$ cat src/ffba_pkg.sv
// Shared types and constants of the first-fit block allocator.
// Used by the controller, the datapath, the top level and the checker.
package ffba_pkg;

	// Field widths of one request and one result.
	localparam int REQ_BYTES_W    = 25;
	localparam int FREE_HEAP_W    = 2;
	localparam int FREE_BLOCK_W   = 8;
	localparam int FREE_BLOCKS_W  = 9;
	localparam int HEAP_INDEX_W   = 2;
	localparam int BLOCK_OFFSET_W = 8;
	localparam int BLOCK_COUNT_W  = 9;

	// Packing of the request tdata, lowest field first.
	localparam int IN_HEAP_LSB   = REQ_BYTES_W;
	localparam int IN_BLOCK_LSB  = IN_HEAP_LSB + FREE_HEAP_W;
	localparam int IN_BLOCKS_LSB = IN_BLOCK_LSB + FREE_BLOCK_W;
	localparam int S_TDATA_W     = 48;

	// Packing of the result tdata.
	localparam int M_FIELDS_W = HEAP_INDEX_W + BLOCK_OFFSET_W + BLOCK_COUNT_W;
	localparam int M_TDATA_W  = 24;
	localparam int M_PAD_W    = M_TDATA_W - M_FIELDS_W;

	// The map is kept as rows of eight block bits.
	localparam int LANES  = 8;
	localparam int LANE_W = 3;

	localparam logic OP_ALLOC    = 1'b0;
	localparam logic OP_FREE     = 1'b1;
	localparam logic ST_OK       = 1'b0;
	localparam logic ST_NO_SPACE = 1'b1;

	typedef struct packed {
		logic load;
		logic decode_free;
		logic div_step;
		logic scan_init;
		logic scan_rd;
		logic scan_eval;
		logic upd_rd;
		logic upd_wr;
		logic out_load;
	} ffba_cmd_t;

	typedef struct packed {
		logic is_free;
		logic free_ok;
		logic req_zero;
		logic too_big;
		logic found;
		logic scan_last;
		logic upd_last;
		logic out_free;
	} ffba_sts_t;

endpackage

$ cat src/ffba_ctrl.sv
// Sequencer of the first-fit block allocator: decode, size, scan, mark, reply.
// Depends on ffba_pkg for the command and status structs.
module ffba_ctrl (
	input  logic                  clk,
	input  logic                  arst_n,
	input  logic                  s_tvalid,
	output logic                  s_tready,
	input  ffba_pkg::ffba_sts_t   sts,
	output ffba_pkg::ffba_cmd_t   cmd
);

	typedef enum logic [3:0] {
		IDLE,
		DECODE,
		DIV,
		CHECK,
		SCAN_RD,
		SCAN_EV,
		UPD_RD,
		UPD_WR,
		DONE
	} state_t;

	state_t state_q;
	state_t state_d;
	logic   ready_q;

	assign s_tready = ready_q;

	always_comb begin
		state_d = state_q;
		cmd     = '0;
		unique case (state_q)
			IDLE: begin
				if (s_tvalid && ready_q) begin
					cmd.load = 1'b1;
					state_d  = DECODE;
				end
			end
			DECODE: begin
				priority if (sts.is_free) begin
					if (sts.free_ok) begin
						cmd.decode_free = 1'b1;
						state_d         = UPD_RD;
					end else begin
						state_d = DONE;
					end
				end else if (sts.req_zero) begin
					state_d = DONE;
				end else begin
					state_d = DIV;
				end
			end
			DIV: begin
				cmd.div_step = 1'b1;
				state_d      = CHECK;
			end
			CHECK: begin
				if (sts.too_big) begin
					state_d = DONE;
				end else begin
					cmd.scan_init = 1'b1;
					state_d       = SCAN_RD;
				end
			end
			SCAN_RD: begin
				cmd.scan_rd = 1'b1;
				state_d     = SCAN_EV;
			end
			SCAN_EV: begin
				cmd.scan_eval = 1'b1;
				priority if (sts.found) begin
					state_d = UPD_RD;
				end else if (sts.scan_last) begin
					state_d = DONE;
				end else begin
					state_d = SCAN_RD;
				end
			end
			UPD_RD: begin
				cmd.upd_rd = 1'b1;
				state_d    = UPD_WR;
			end
			UPD_WR: begin
				cmd.upd_wr = 1'b1;
				if (sts.upd_last) begin
					state_d = DONE;
				end else begin
					state_d = UPD_RD;
				end
			end
			DONE: begin
				if (sts.out_free) begin
					cmd.out_load = 1'b1;
					state_d      = IDLE;
				end
			end
			default: begin
				state_d = IDLE;
			end
		endcase
	end

	always_ff @(posedge clk or negedge arst_n) begin
		if (!arst_n) begin
			state_q <= IDLE;
			ready_q <= 1'b0;
		end else begin
			state_q <= state_d;
			ready_q <= (state_d == IDLE);
		end
	end

endmodule

$ cat src/ffba_dp.sv
// Datapath of the first-fit block allocator: request registers, size scaling,
// block map memory, row scan and run marking logic, result register.
// Depends on ffba_pkg; driven by commands from ffba_ctrl.
module ffba_dp #(
	parameter int BLOCK_BYTES     = 65536,
	parameter int BLOCKS_PER_HEAP = 256,
	parameter int NUM_HEAPS       = 4
) (
	input  logic                             clk,
	input  logic                             arst_n,
	input  logic [ffba_pkg::S_TDATA_W-1:0]   s_tdata,
	input  logic                             s_tuser,
	input  ffba_pkg::ffba_cmd_t              cmd,
	output ffba_pkg::ffba_sts_t              sts,
	output logic                             m_tvalid,
	input  logic                             m_tready,
	output logic [ffba_pkg::M_TDATA_W-1:0]   m_tdata,
	output logic                             m_tuser
);

	localparam int LANES         = ffba_pkg::LANES;
	localparam int LANE_W        = ffba_pkg::LANE_W;
	localparam int REQ_W         = ffba_pkg::REQ_BYTES_W;
	localparam int FHEAP_W       = ffba_pkg::FREE_HEAP_W;
	localparam int FBLK_W        = ffba_pkg::FREE_BLOCK_W;
	localparam int FCNT_W        = ffba_pkg::FREE_BLOCKS_W;
	localparam int OHEAP_W       = ffba_pkg::HEAP_INDEX_W;
	localparam int OOFF_W        = ffba_pkg::BLOCK_OFFSET_W;
	localparam int OCNT_W        = ffba_pkg::BLOCK_COUNT_W;
	localparam int ROWS_PER_HEAP = (BLOCKS_PER_HEAP + LANES - 1) / LANES;
	localparam int DEPTH         = NUM_HEAPS * ROWS_PER_HEAP;
	localparam int ADDR_W        = (DEPTH > 1) ? $clog2(DEPTH) : 1;
	localparam int ROW_W         = (ROWS_PER_HEAP > 1) ? $clog2(ROWS_PER_HEAP) : 1;
	localparam int HEAP_W        = (NUM_HEAPS > 1) ? $clog2(NUM_HEAPS) : 1;
	localparam int BLK_W         = $clog2(BLOCKS_PER_HEAP);
	localparam int CNT_W         = $clog2(BLOCKS_PER_HEAP + 1);
	localparam int RB_W          = ROW_W + LANE_W;
	localparam int REQ_MAX       = (1 << REQ_W) - 1;
	localparam int NUM_W         = $clog2(REQ_MAX + BLOCK_BYTES);
	localparam int MUL_SH        = NUM_W + $clog2(BLOCK_BYTES);
	localparam int RCP_W         = NUM_W + 1;
	localparam int PROD_W        = NUM_W + RCP_W;
	localparam int FSUM_W        = FCNT_W + 1;

	// Scaled reciprocal, rounded up: exact quotients for every numerator below 2**NUM_W.
	localparam longint RECIP = ((longint'(1) << MUL_SH) + longint'(BLOCK_BYTES)
		- longint'(1)) / longint'(BLOCK_BYTES);

	localparam logic [BLK_W-1:0]  BLK_LAST  = BLK_W'(BLOCKS_PER_HEAP - 1);
	localparam logic [ROW_W-1:0]  ROW_LAST  = ROW_W'(ROWS_PER_HEAP - 1);
	localparam logic [HEAP_W-1:0] HEAP_LAST = HEAP_W'(NUM_HEAPS - 1);
	localparam logic [ADDR_W-1:0] ROW_STEP  = ADDR_W'(ROWS_PER_HEAP);
	localparam logic [RCP_W-1:0]  RECIP_C   = RCP_W'(RECIP);
	localparam logic [NUM_W-1:0]  ROUND_ADD = NUM_W'(BLOCK_BYTES - 1);
	localparam logic [NUM_W-1:0]  QUO_LIM   = NUM_W'(BLOCKS_PER_HEAP);

	// Request fields.
	logic [REQ_W-1:0]   in_bytes;
	logic [FHEAP_W-1:0] in_heap;
	logic [FBLK_W-1:0]  in_first;
	logic [FCNT_W-1:0]  in_count;

	assign in_bytes = s_tdata[REQ_W-1:0];
	assign in_heap  = s_tdata[ffba_pkg::IN_HEAP_LSB +: FHEAP_W];
	assign in_first = s_tdata[ffba_pkg::IN_BLOCK_LSB +: FBLK_W];
	assign in_count = s_tdata[ffba_pkg::IN_BLOCKS_LSB +: FCNT_W];

	logic               op_q;
	logic               req_zero_q;
	logic [FHEAP_W-1:0] heap_q;
	logic [FBLK_W-1:0]  first_q;
	logic [FCNT_W-1:0]  count_q;

	// Size in blocks: the rounded-up byte count times the scaled reciprocal of the block size.
	logic [NUM_W-1:0]  num_q;
	logic [PROD_W-1:0] quo_prod;

	assign quo_prod = PROD_W'(num_q) * PROD_W'(RECIP_C);

	// Scan and update registers.
	logic [CNT_W-1:0]  need_q;
	logic [HEAP_W-1:0] scan_heap_q;
	logic [ROW_W-1:0]  scan_row_q;
	logic [ADDR_W-1:0] scan_base_q;
	logic [CNT_W-1:0]  run_q;
	logic [ADDR_W-1:0] upd_base_q;
	logic [ROW_W-1:0]  upd_row_q;
	logic [BLK_W-1:0]  upd_lo_q;
	logic [BLK_W-1:0]  upd_hi_q;
	logic              upd_set_q;

	// Result held until the reply stage is free.
	logic              res_status_q;
	logic [HEAP_W-1:0] res_heap_q;
	logic [BLK_W-1:0]  res_off_q;
	logic [CNT_W-1:0]  res_cnt_q;

	logic                     m_tvalid_q;
	logic [ffba_pkg::M_TDATA_W-1:0] m_tdata_q;
	logic                     m_tuser_q;

	// Block map memory; rows never written read as all free.
	logic [LANES-1:0]  mem [DEPTH];
	logic [DEPTH-1:0]  row_vld_q;
	logic [LANES-1:0]  rd_word_q;
	logic              rd_vld_q;
	logic [LANES-1:0]  rd_row;
	logic [LANES-1:0]  wr_word;
	logic [ADDR_W-1:0] scan_addr;
	logic [ADDR_W-1:0] upd_addr;
	logic [ADDR_W-1:0] rd_addr;

	assign scan_addr = scan_base_q + ADDR_W'(scan_row_q);
	assign upd_addr  = upd_base_q + ADDR_W'(upd_row_q);
	assign rd_addr   = cmd.scan_rd ? scan_addr : upd_addr;
	assign rd_row    = rd_vld_q ? rd_word_q : '0;

	// Free request decode.
	logic              free_ok;
	logic [FSUM_W-1:0] free_sum;
	logic [BLK_W-1:0]  free_lo;
	logic [BLK_W-1:0]  free_hi;
	logic [ADDR_W-1:0] free_base;

	assign free_ok   = (32'(heap_q) < NUM_HEAPS) && (32'(first_q) < BLOCKS_PER_HEAP)
		&& (count_q != '0);
	assign free_sum  = FSUM_W'(first_q) + FSUM_W'(count_q);
	assign free_lo   = BLK_W'(first_q);
	assign free_hi   = (32'(free_sum) > BLOCKS_PER_HEAP) ? BLK_LAST
		: BLK_W'(free_sum - FSUM_W'(1));
	assign free_base = ADDR_W'(32'(heap_q) * ROWS_PER_HEAP);

	// Row evaluation: run count over the eight blocks of the row just read.
	logic [CNT_W-1:0] run_v;
	logic             hit;
	logic [RB_W-1:0]  hit_blk;
	logic [BLK_W-1:0] hit_end;
	logic [BLK_W-1:0] alloc_lo;

	always_comb begin
		logic [RB_W-1:0] blk;
		run_v   = run_q;
		hit     = 1'b0;
		hit_blk = '0;
		for (int i = 0; i < LANES; i++) begin
			blk = {scan_row_q, LANE_W'(i)};
			if ((32'(blk) < BLOCKS_PER_HEAP) && !hit) begin
				if (rd_row[i]) begin
					run_v = '0;
				end else begin
					run_v = run_v + CNT_W'(1);
					if (run_v == need_q) begin
						hit     = 1'b1;
						hit_blk = blk;
					end
				end
			end
		end
	end

	assign hit_end  = BLK_W'(hit_blk);
	assign alloc_lo = BLK_W'(CNT_W'(hit_end) + CNT_W'(1) - need_q);

	// Row rewrite: set or clear the lanes inside the run, keep the rest.
	always_comb begin
		logic [RB_W-1:0] blk;
		for (int i = 0; i < LANES; i++) begin
			blk = {upd_row_q, LANE_W'(i)};
			if ((blk >= RB_W'(upd_lo_q)) && (blk <= RB_W'(upd_hi_q))) begin
				wr_word[i] = upd_set_q;
			end else begin
				wr_word[i] = rd_row[i];
			end
		end
	end

	assign sts.is_free   = (op_q == ffba_pkg::OP_FREE);
	assign sts.free_ok   = free_ok;
	assign sts.req_zero  = req_zero_q;
	assign sts.too_big   = (num_q > QUO_LIM);
	assign sts.found     = hit;
	assign sts.scan_last = (scan_heap_q == HEAP_LAST) && (scan_row_q == ROW_LAST);
	assign sts.upd_last  = (upd_row_q == ROW_W'(upd_hi_q >> LANE_W));
	assign sts.out_free  = !m_tvalid_q || m_tready;

	always_ff @(posedge clk) begin
		if (cmd.upd_wr) begin
			mem[upd_addr] <= wr_word;
		end
		if (cmd.scan_rd || cmd.upd_rd) begin
			rd_word_q <= mem[rd_addr];
		end
	end

	always_ff @(posedge clk or negedge arst_n) begin
		if (!arst_n) begin
			row_vld_q  <= '0;
			rd_vld_q   <= 1'b0;
			m_tvalid_q <= 1'b0;
		end else begin
			if (cmd.scan_rd || cmd.upd_rd) begin
				rd_vld_q <= row_vld_q[rd_addr];
			end
			if (cmd.upd_wr) begin
				row_vld_q[upd_addr] <= 1'b1;
			end
			if (cmd.out_load) begin
				m_tvalid_q <= 1'b1;
			end else if (m_tready) begin
				m_tvalid_q <= 1'b0;
			end
		end
	end

	always_ff @(posedge clk) begin
		if (cmd.load) begin
			op_q         <= s_tuser;
			req_zero_q   <= (in_bytes == '0);
			heap_q       <= in_heap;
			first_q      <= in_first;
			count_q      <= in_count;
			num_q        <= NUM_W'(in_bytes) + ROUND_ADD;
			res_status_q <= (s_tuser == ffba_pkg::OP_FREE) ? ffba_pkg::ST_OK
				: ffba_pkg::ST_NO_SPACE;
			res_heap_q   <= '0;
			res_off_q    <= '0;
			res_cnt_q    <= '0;
		end
		if (cmd.div_step) begin
			num_q <= NUM_W'(quo_prod >> MUL_SH);
		end
		if (cmd.scan_init) begin
			need_q      <= CNT_W'(num_q);
			scan_heap_q <= '0;
			scan_row_q  <= '0;
			scan_base_q <= '0;
			run_q       <= '0;
		end
		if (cmd.scan_eval) begin
			priority if (hit) begin
				res_status_q <= ffba_pkg::ST_OK;
				res_heap_q   <= scan_heap_q;
				res_off_q    <= alloc_lo;
				res_cnt_q    <= need_q;
				upd_base_q   <= scan_base_q;
				upd_row_q    <= ROW_W'(alloc_lo >> LANE_W);
				upd_lo_q     <= alloc_lo;
				upd_hi_q     <= hit_end;
				upd_set_q    <= 1'b1;
			end else if (scan_row_q == ROW_LAST) begin
				scan_heap_q <= scan_heap_q + HEAP_W'(1);
				scan_row_q  <= '0;
				scan_base_q <= scan_base_q + ROW_STEP;
				run_q       <= '0;
			end else begin
				scan_row_q <= scan_row_q + ROW_W'(1);
				run_q      <= run_v;
			end
		end
		if (cmd.decode_free) begin
			upd_base_q <= free_base;
			upd_row_q  <= ROW_W'(free_lo >> LANE_W);
			upd_lo_q   <= free_lo;
			upd_hi_q   <= free_hi;
			upd_set_q  <= 1'b0;
		end
		if (cmd.upd_wr) begin
			upd_row_q <= upd_row_q + ROW_W'(1);
		end
		if (cmd.out_load) begin
			m_tuser_q <= res_status_q;
			m_tdata_q <= {{ffba_pkg::M_PAD_W{1'b0}}, OCNT_W'(res_cnt_q),
				OOFF_W'(res_off_q), OHEAP_W'(res_heap_q)};
		end
	end

	assign m_tvalid = m_tvalid_q;
	assign m_tdata  = m_tdata_q;
	assign m_tuser  = m_tuser_q;

endmodule

$ cat src/first_fit_block_allocator.sv
// Work per request: a free reads and rewrites each map row its run touches (8 blocks a row);
// an allocate sizes the request, scans map rows until a fit, then reads and rewrites each row
// it marks; with the default parameters at most 128 rows are scanned and 32 marked.
// One request is in work at a time, so the next request is taken only after the result of the
// last is loaded; the row scan reads the map one row at a time from one port.
// Reset is asynchronous, active low; row valid bits mark the whole map free at once.
//
// Top level of the first-fit block allocator. Depends on ffba_pkg, ffba_ctrl and ffba_dp.
module first_fit_block_allocator #(
	parameter int BLOCK_BYTES     = 65536,
	parameter int BLOCKS_PER_HEAP = 256,
	parameter int NUM_HEAPS       = 4
) (
	input  logic                           clk,
	input  logic                           arst_n,
	// Request channel.
	input  logic                           s_tvalid,
	output logic                           s_tready,
	// request_bytes[24:0], free_heap[26:25], free_block[34:27], free_blocks[43:35], zero pad
	input  logic [ffba_pkg::S_TDATA_W-1:0] s_tdata,
	// op[0]: 0 allocate, 1 free
	input  logic                           s_tuser,
	// Result channel.
	output logic                           m_tvalid,
	input  logic                           m_tready,
	// heap_index[1:0], block_offset[9:2], block_count[18:10], zero pad
	output logic [ffba_pkg::M_TDATA_W-1:0] m_tdata,
	// status[0]: 0 success, 1 no space found
	output logic                           m_tuser
);

	// The controller walks each request through its steps. An allocate first rounds the
	// byte size up to whole blocks with one multiplication by a scaled reciprocal of the
	// block size, then scans the map row by row for the first free run of that length,
	// heap by heap, restarting the run count at every used block and at every heap
	// boundary. A found run is then marked used with a read-modify-write over the rows it
	// covers. A free clears its run the same way, cut at the end of its heap. Every
	// request yields exactly one result transfer.
	//
	// The result sits in an output register, so a new request is taken while the
	// previous result still waits for m_tready; only the final load of the next result
	// waits for that register to drain.

	ffba_pkg::ffba_cmd_t cmd;
	ffba_pkg::ffba_sts_t sts;

	ffba_ctrl u_ctrl (
		.clk      (clk),
		.arst_n   (arst_n),
		.s_tvalid (s_tvalid),
		.s_tready (s_tready),
		.sts      (sts),
		.cmd      (cmd)
	);

	ffba_dp #(
		.BLOCK_BYTES     (BLOCK_BYTES),
		.BLOCKS_PER_HEAP (BLOCKS_PER_HEAP),
		.NUM_HEAPS       (NUM_HEAPS)
	) u_dp (
		.clk      (clk),
		.arst_n   (arst_n),
		.s_tdata  (s_tdata),
		.s_tuser  (s_tuser),
		.cmd      (cmd),
		.sts      (sts),
		.m_tvalid (m_tvalid),
		.m_tready (m_tready),
		.m_tdata  (m_tdata),
		.m_tuser  (m_tuser)
	);

endmodule

$ cat config.mk
export PLATFORM = sky130hd
export DESIGN_NAME = first_fit_block_allocator
export DESIGN_NICKNAME = d
export VERILOG_FILES = /design/src/ffba_pkg.sv /design/src/ffba_ctrl.sv /design/src/ffba_dp.sv /design/src/first_fit_block_allocator.sv
export SDC_FILE = /design/constraint.sdc
export NUM_CORES = 2
export LEC_CHECK = 0
export BUFFER_PORTS_ARGS = -buffer_cell sky130_fd_sc_hd__buf_4
export CORE_ASPECT_RATIO = 1.4
export CORE_MARGIN = 2
export CORE_UTILIZATION = 35
export DETAILED_ROUTE_END_ITERATION = 7
export GPL_TIMING_DRIVEN = 0
export SLEW_MARGIN = 25
export SYNTH_ARGS = -nofsm -noshare
export SYNTH_HDL_FRONTEND = slang
export SYNTH_HIERARCHICAL = 1
export SYNTH_SLANG_ARGS = --single-unit
$ cat constraint.sdc
create_clock -name clk -period 14.5 [get_ports clk]
set_clock_uncertainty 0.15 [all_clocks]
set_input_delay 0 -clock clk [delete_from_list [all_inputs] [get_ports clk]]
set_output_delay 0 -clock clk [all_outputs]
set_load 0.05 [all_outputs]
==> qor.yml <==
outcome:
  status: "finished, final reports clean"
cts:
  cts_tree: "built"
  cts_made_buffers: 135
  htree_levels: 4
  clock_sinks: 1315
  path_clk_slew_ns: 0.06
  root_buffer: "clkbuf_16"
  clk_latency_ns: 0.78
  cts_buffer_depth: 3
floorplan:
  dieHeight_um: 493
  die_w_um: 353
  core_area_mm2: 0.170
  num_rows: 179
  top_level_ports: 80
  initial_core_util: 0.352
  die_area_mm2: 0.174
setup_path:
  cpMaxStageDelayCell: "dfrtp_1"
  required_ns: 14.86
  ff2ff_path_depth: 55
  cpPeakStageDelay_ns: 0.43
  path_class: "flip-flop to flip-flop"
  start_kind: "flip-flop"
  r2r_slack_ns: 0.70
  worstSetupEndpointType: "flip-flop"
  worstSetupStartpoint: "u_dp/rd_vld_q$_DFFE_PN0P_"
  r2r-start: "u_dp/rd_vld_q$_DFFE_PN0P_"
  r2r-end: "u_dp/upd_row_q[4]$_DFFE_PP_"
  critPathMaxFanout: 10
  critPathArrivalTime_ns: 14.16
  critPathMostFrequentCell: "ha_1"
layout:
  area_growth_pct: 17.8
  regArea_mm2: 0.0382
  postLayoutCoreUtil: 0.414
  multi_input_area_mm2: 0.0205
  fillers: 15400
  final_layout_size_suffix_gt1_frac: 0.236
  final_area_mm2: 0.0704
  fin_nets: 4372
sta:
  slew_violations: 0
  setup_ws_ns: 0.701
  slew_headroom: 0.215
  worstMarginPinSlew_ns: 1.18
  layout_min_cycle_time_ns: 13.80
  fin_crit_sh: 0.952
  finalHoldViolations: 0
  fmax_mhz: 72.5
  finalSetupViolations: 0
placement:
  place_ws_ns: -0.0492
  gp_congestion: 0.968
  dpl_cell_area_mm2: 0.0643
  dpl.hpwl_um: 128000
  numPortBuffers: 70
global_route:
  grt_pass1_vias: 37100
  grt_max_degree: 69
  antenna_found_initial: 1
  track_usage: 0.201
  grt_first_pass_wirelength_um: 256000
  overflow: 0
run:
  cap_violations: 0
synthesis:
  ys_seq_elements: 1315
  synth_edf_count: 1120
  synth_cell_type_count: 140
  ys.flop_type: "edfxtp_1"
  synth_warnings: 6
  async_flop_share: 0.103
  synthCells: 3865
  synth_top_cell_area_share: 0.563
  yosysMostFrequentCell: "edfxtp_1"
  synth_common_cells: "1120 x edfxtp_1, 288 x mux4_2, 252 x nor2_1"
  syn-mean-instance-area_um2: 15.5
  syn_area_mm2: 0.0597
  yosys.area.top_type: "edfxtp_1"
  yosysSeqAreaShare: 0.640
  synthTopCellsByArea: "edfxtp_1 56%, mux4_2 11%, dfrtp_1 5.7%"
pwr:
  finalPower_mw: 15.6
  peakVddDrop_v: 0.000142
  p_leak_nw: 24.6
  p_per_area_mw_per_mm2: 222
detailed_routing:
  ant_nets: 0
  viasPerCell: 5.53
  totalWireLength_um: 178000
  drcViolationCount: 0
  vias: 36700
  drt_iter0_markers: 3302
  drt-wirelength-per-cell_um: 26.8
  dr.pass1.iters: 8
worst_hold_path:
  min_to: "u_dp/m_tvalid$_DFFE_PN0P_"
  worstHoldStart: "m_tready"
  whs_path_depth: 4
  hp-class: "input pin to flip-flop"
## area by class of cell
| class | instances | area share |
|---|---|---|
| multi-input combinational | 2278 | 0.291 |
| buffer | 212 | 0.0154 |
| inverter | 63 | 0.00336 |
| clock buffer | 180 | 0.0535 |
| antenna | 1 | 0.0000356 |
| timing repair buffer | 253 | 0.0401 |
| tap | 2262 | 0.0402 |
| clock inverter | 69 | 0.0132 |
| sequential | 1315 | 0.543 |
## per-layer routing
metal,up-vias,part of all wire,global-route usage
li1,16000,-,-
met1,18900,0.37,0.233
met2,1396,0.51,0.355
met3,405,0.056,0.0301
met4,0,0.064,0.117
met5,-,0,0
## placed cells by master, fill, tap and decap left out, drive strengths merged, types with 23 or more instances in the layout
cell / count
mux2: 30
ha: 57
mux2i: 122
mux4: 288
clkinv: 42
xor2: 31
or2: 135
inv: 72
buf: 228
nor4: 33
dfxtp: 60
dlygate4sd3: 113
nand2b: 39
a211oi: 141
a21oi: 133
nor2: 254
nand2: 178
clkbuf: 303
nand3: 83
o211ai: 23
a21o: 27
nor2b: 92
dfrtp: 135
nand4: 38
xnor2: 109
o21ai: 90
and2: 28
nor3: 50
edfxtp: 1120
## sequential cells by signal, indices dropped and copies added (netlist names), 9 cells and up
signal / cells
u_dp/num_q: 26
u_dp/m_tdata: 19
u_dp/res_cnt_q: 9
u_dp/mem: 1024
u_dp/row_vld_q: 128
u_dp/run_q: 9
u_dp/need_q: 9
u_dp/count_q: 9
## cells by family after synthesis
family	share of synthesized area
AOI/OAI and AO/OA	0.0732
other	0.0000628
adders and majority gates	0.0134
DFF	0.640
muxes	0.136
buffers and inverters	0.0214
xor gates and xnor gates	0.0231
and+or+nand+nor	0.0932
## timing repair
action | 4_1_cts | 5_1_grt
pin swaps | 0 | 3
hold buffers | 114 | 0
buffers inserted | 0 | 6
endpoints found under the hold margin | 221 | 0
endpoints found under the setup margin | 1 | 9
resized for setup | 2 | 17
## worst max path at each step
stage,endpoint,slack [ns],depth (start not counted)
finish,u_dp/upd_row_q[4]$_DFFE_PP_,0.70,55
floorplan,u_dp/upd_row_q[4]$_DFFE_PP_,2.77,53
detailed placement,u_dp/upd_row_q[4]$_DFFE_PP_,-0.05,53
CTS,u_dp/upd_row_q[4]$_DFFE_PP_,0.12,52
global route,u_dp/upd_row_q[4]$_DFFE_PP_,-0.04,55
global placement,u_dp/mem[105][4]$_DFFE_PP_,-1.36,5
## worst max-delay path: cells and delay by family (launching register included)
kind,cells,cell delay (ns)
multiplexers,3,1.13
buffers and inverters,11,1.84
adder cells (fa/ha/maj),7,2.12
AND/OR/NAND/NOR,18,4.33
XOR/XNOR,3,0.70
flip-flops,1,0.43
AO/OA/AOI/OAI,13,2.84
## report_power, final
part	internal [mW]	total [mW]	switching, mW
clock network	2.15	3.66	1.51
registers	4.66	4.77	0.113
logic	2.61	7.16	4.54
total	9.42	15.6	6.16
## stage by stage
stage               setup TNS (ns)  hold slack (ns)  instances
floorplan                        0           -0.446       3869
global placement           -436.34           0.0304       6201
detailed placement         -0.0492           -0.142       6261
CTS                              0          0.00641       6624
global route               -0.0388           0.0921       6633
finish                           0           0.0812       6633
(Power assumes the default switching activity.)
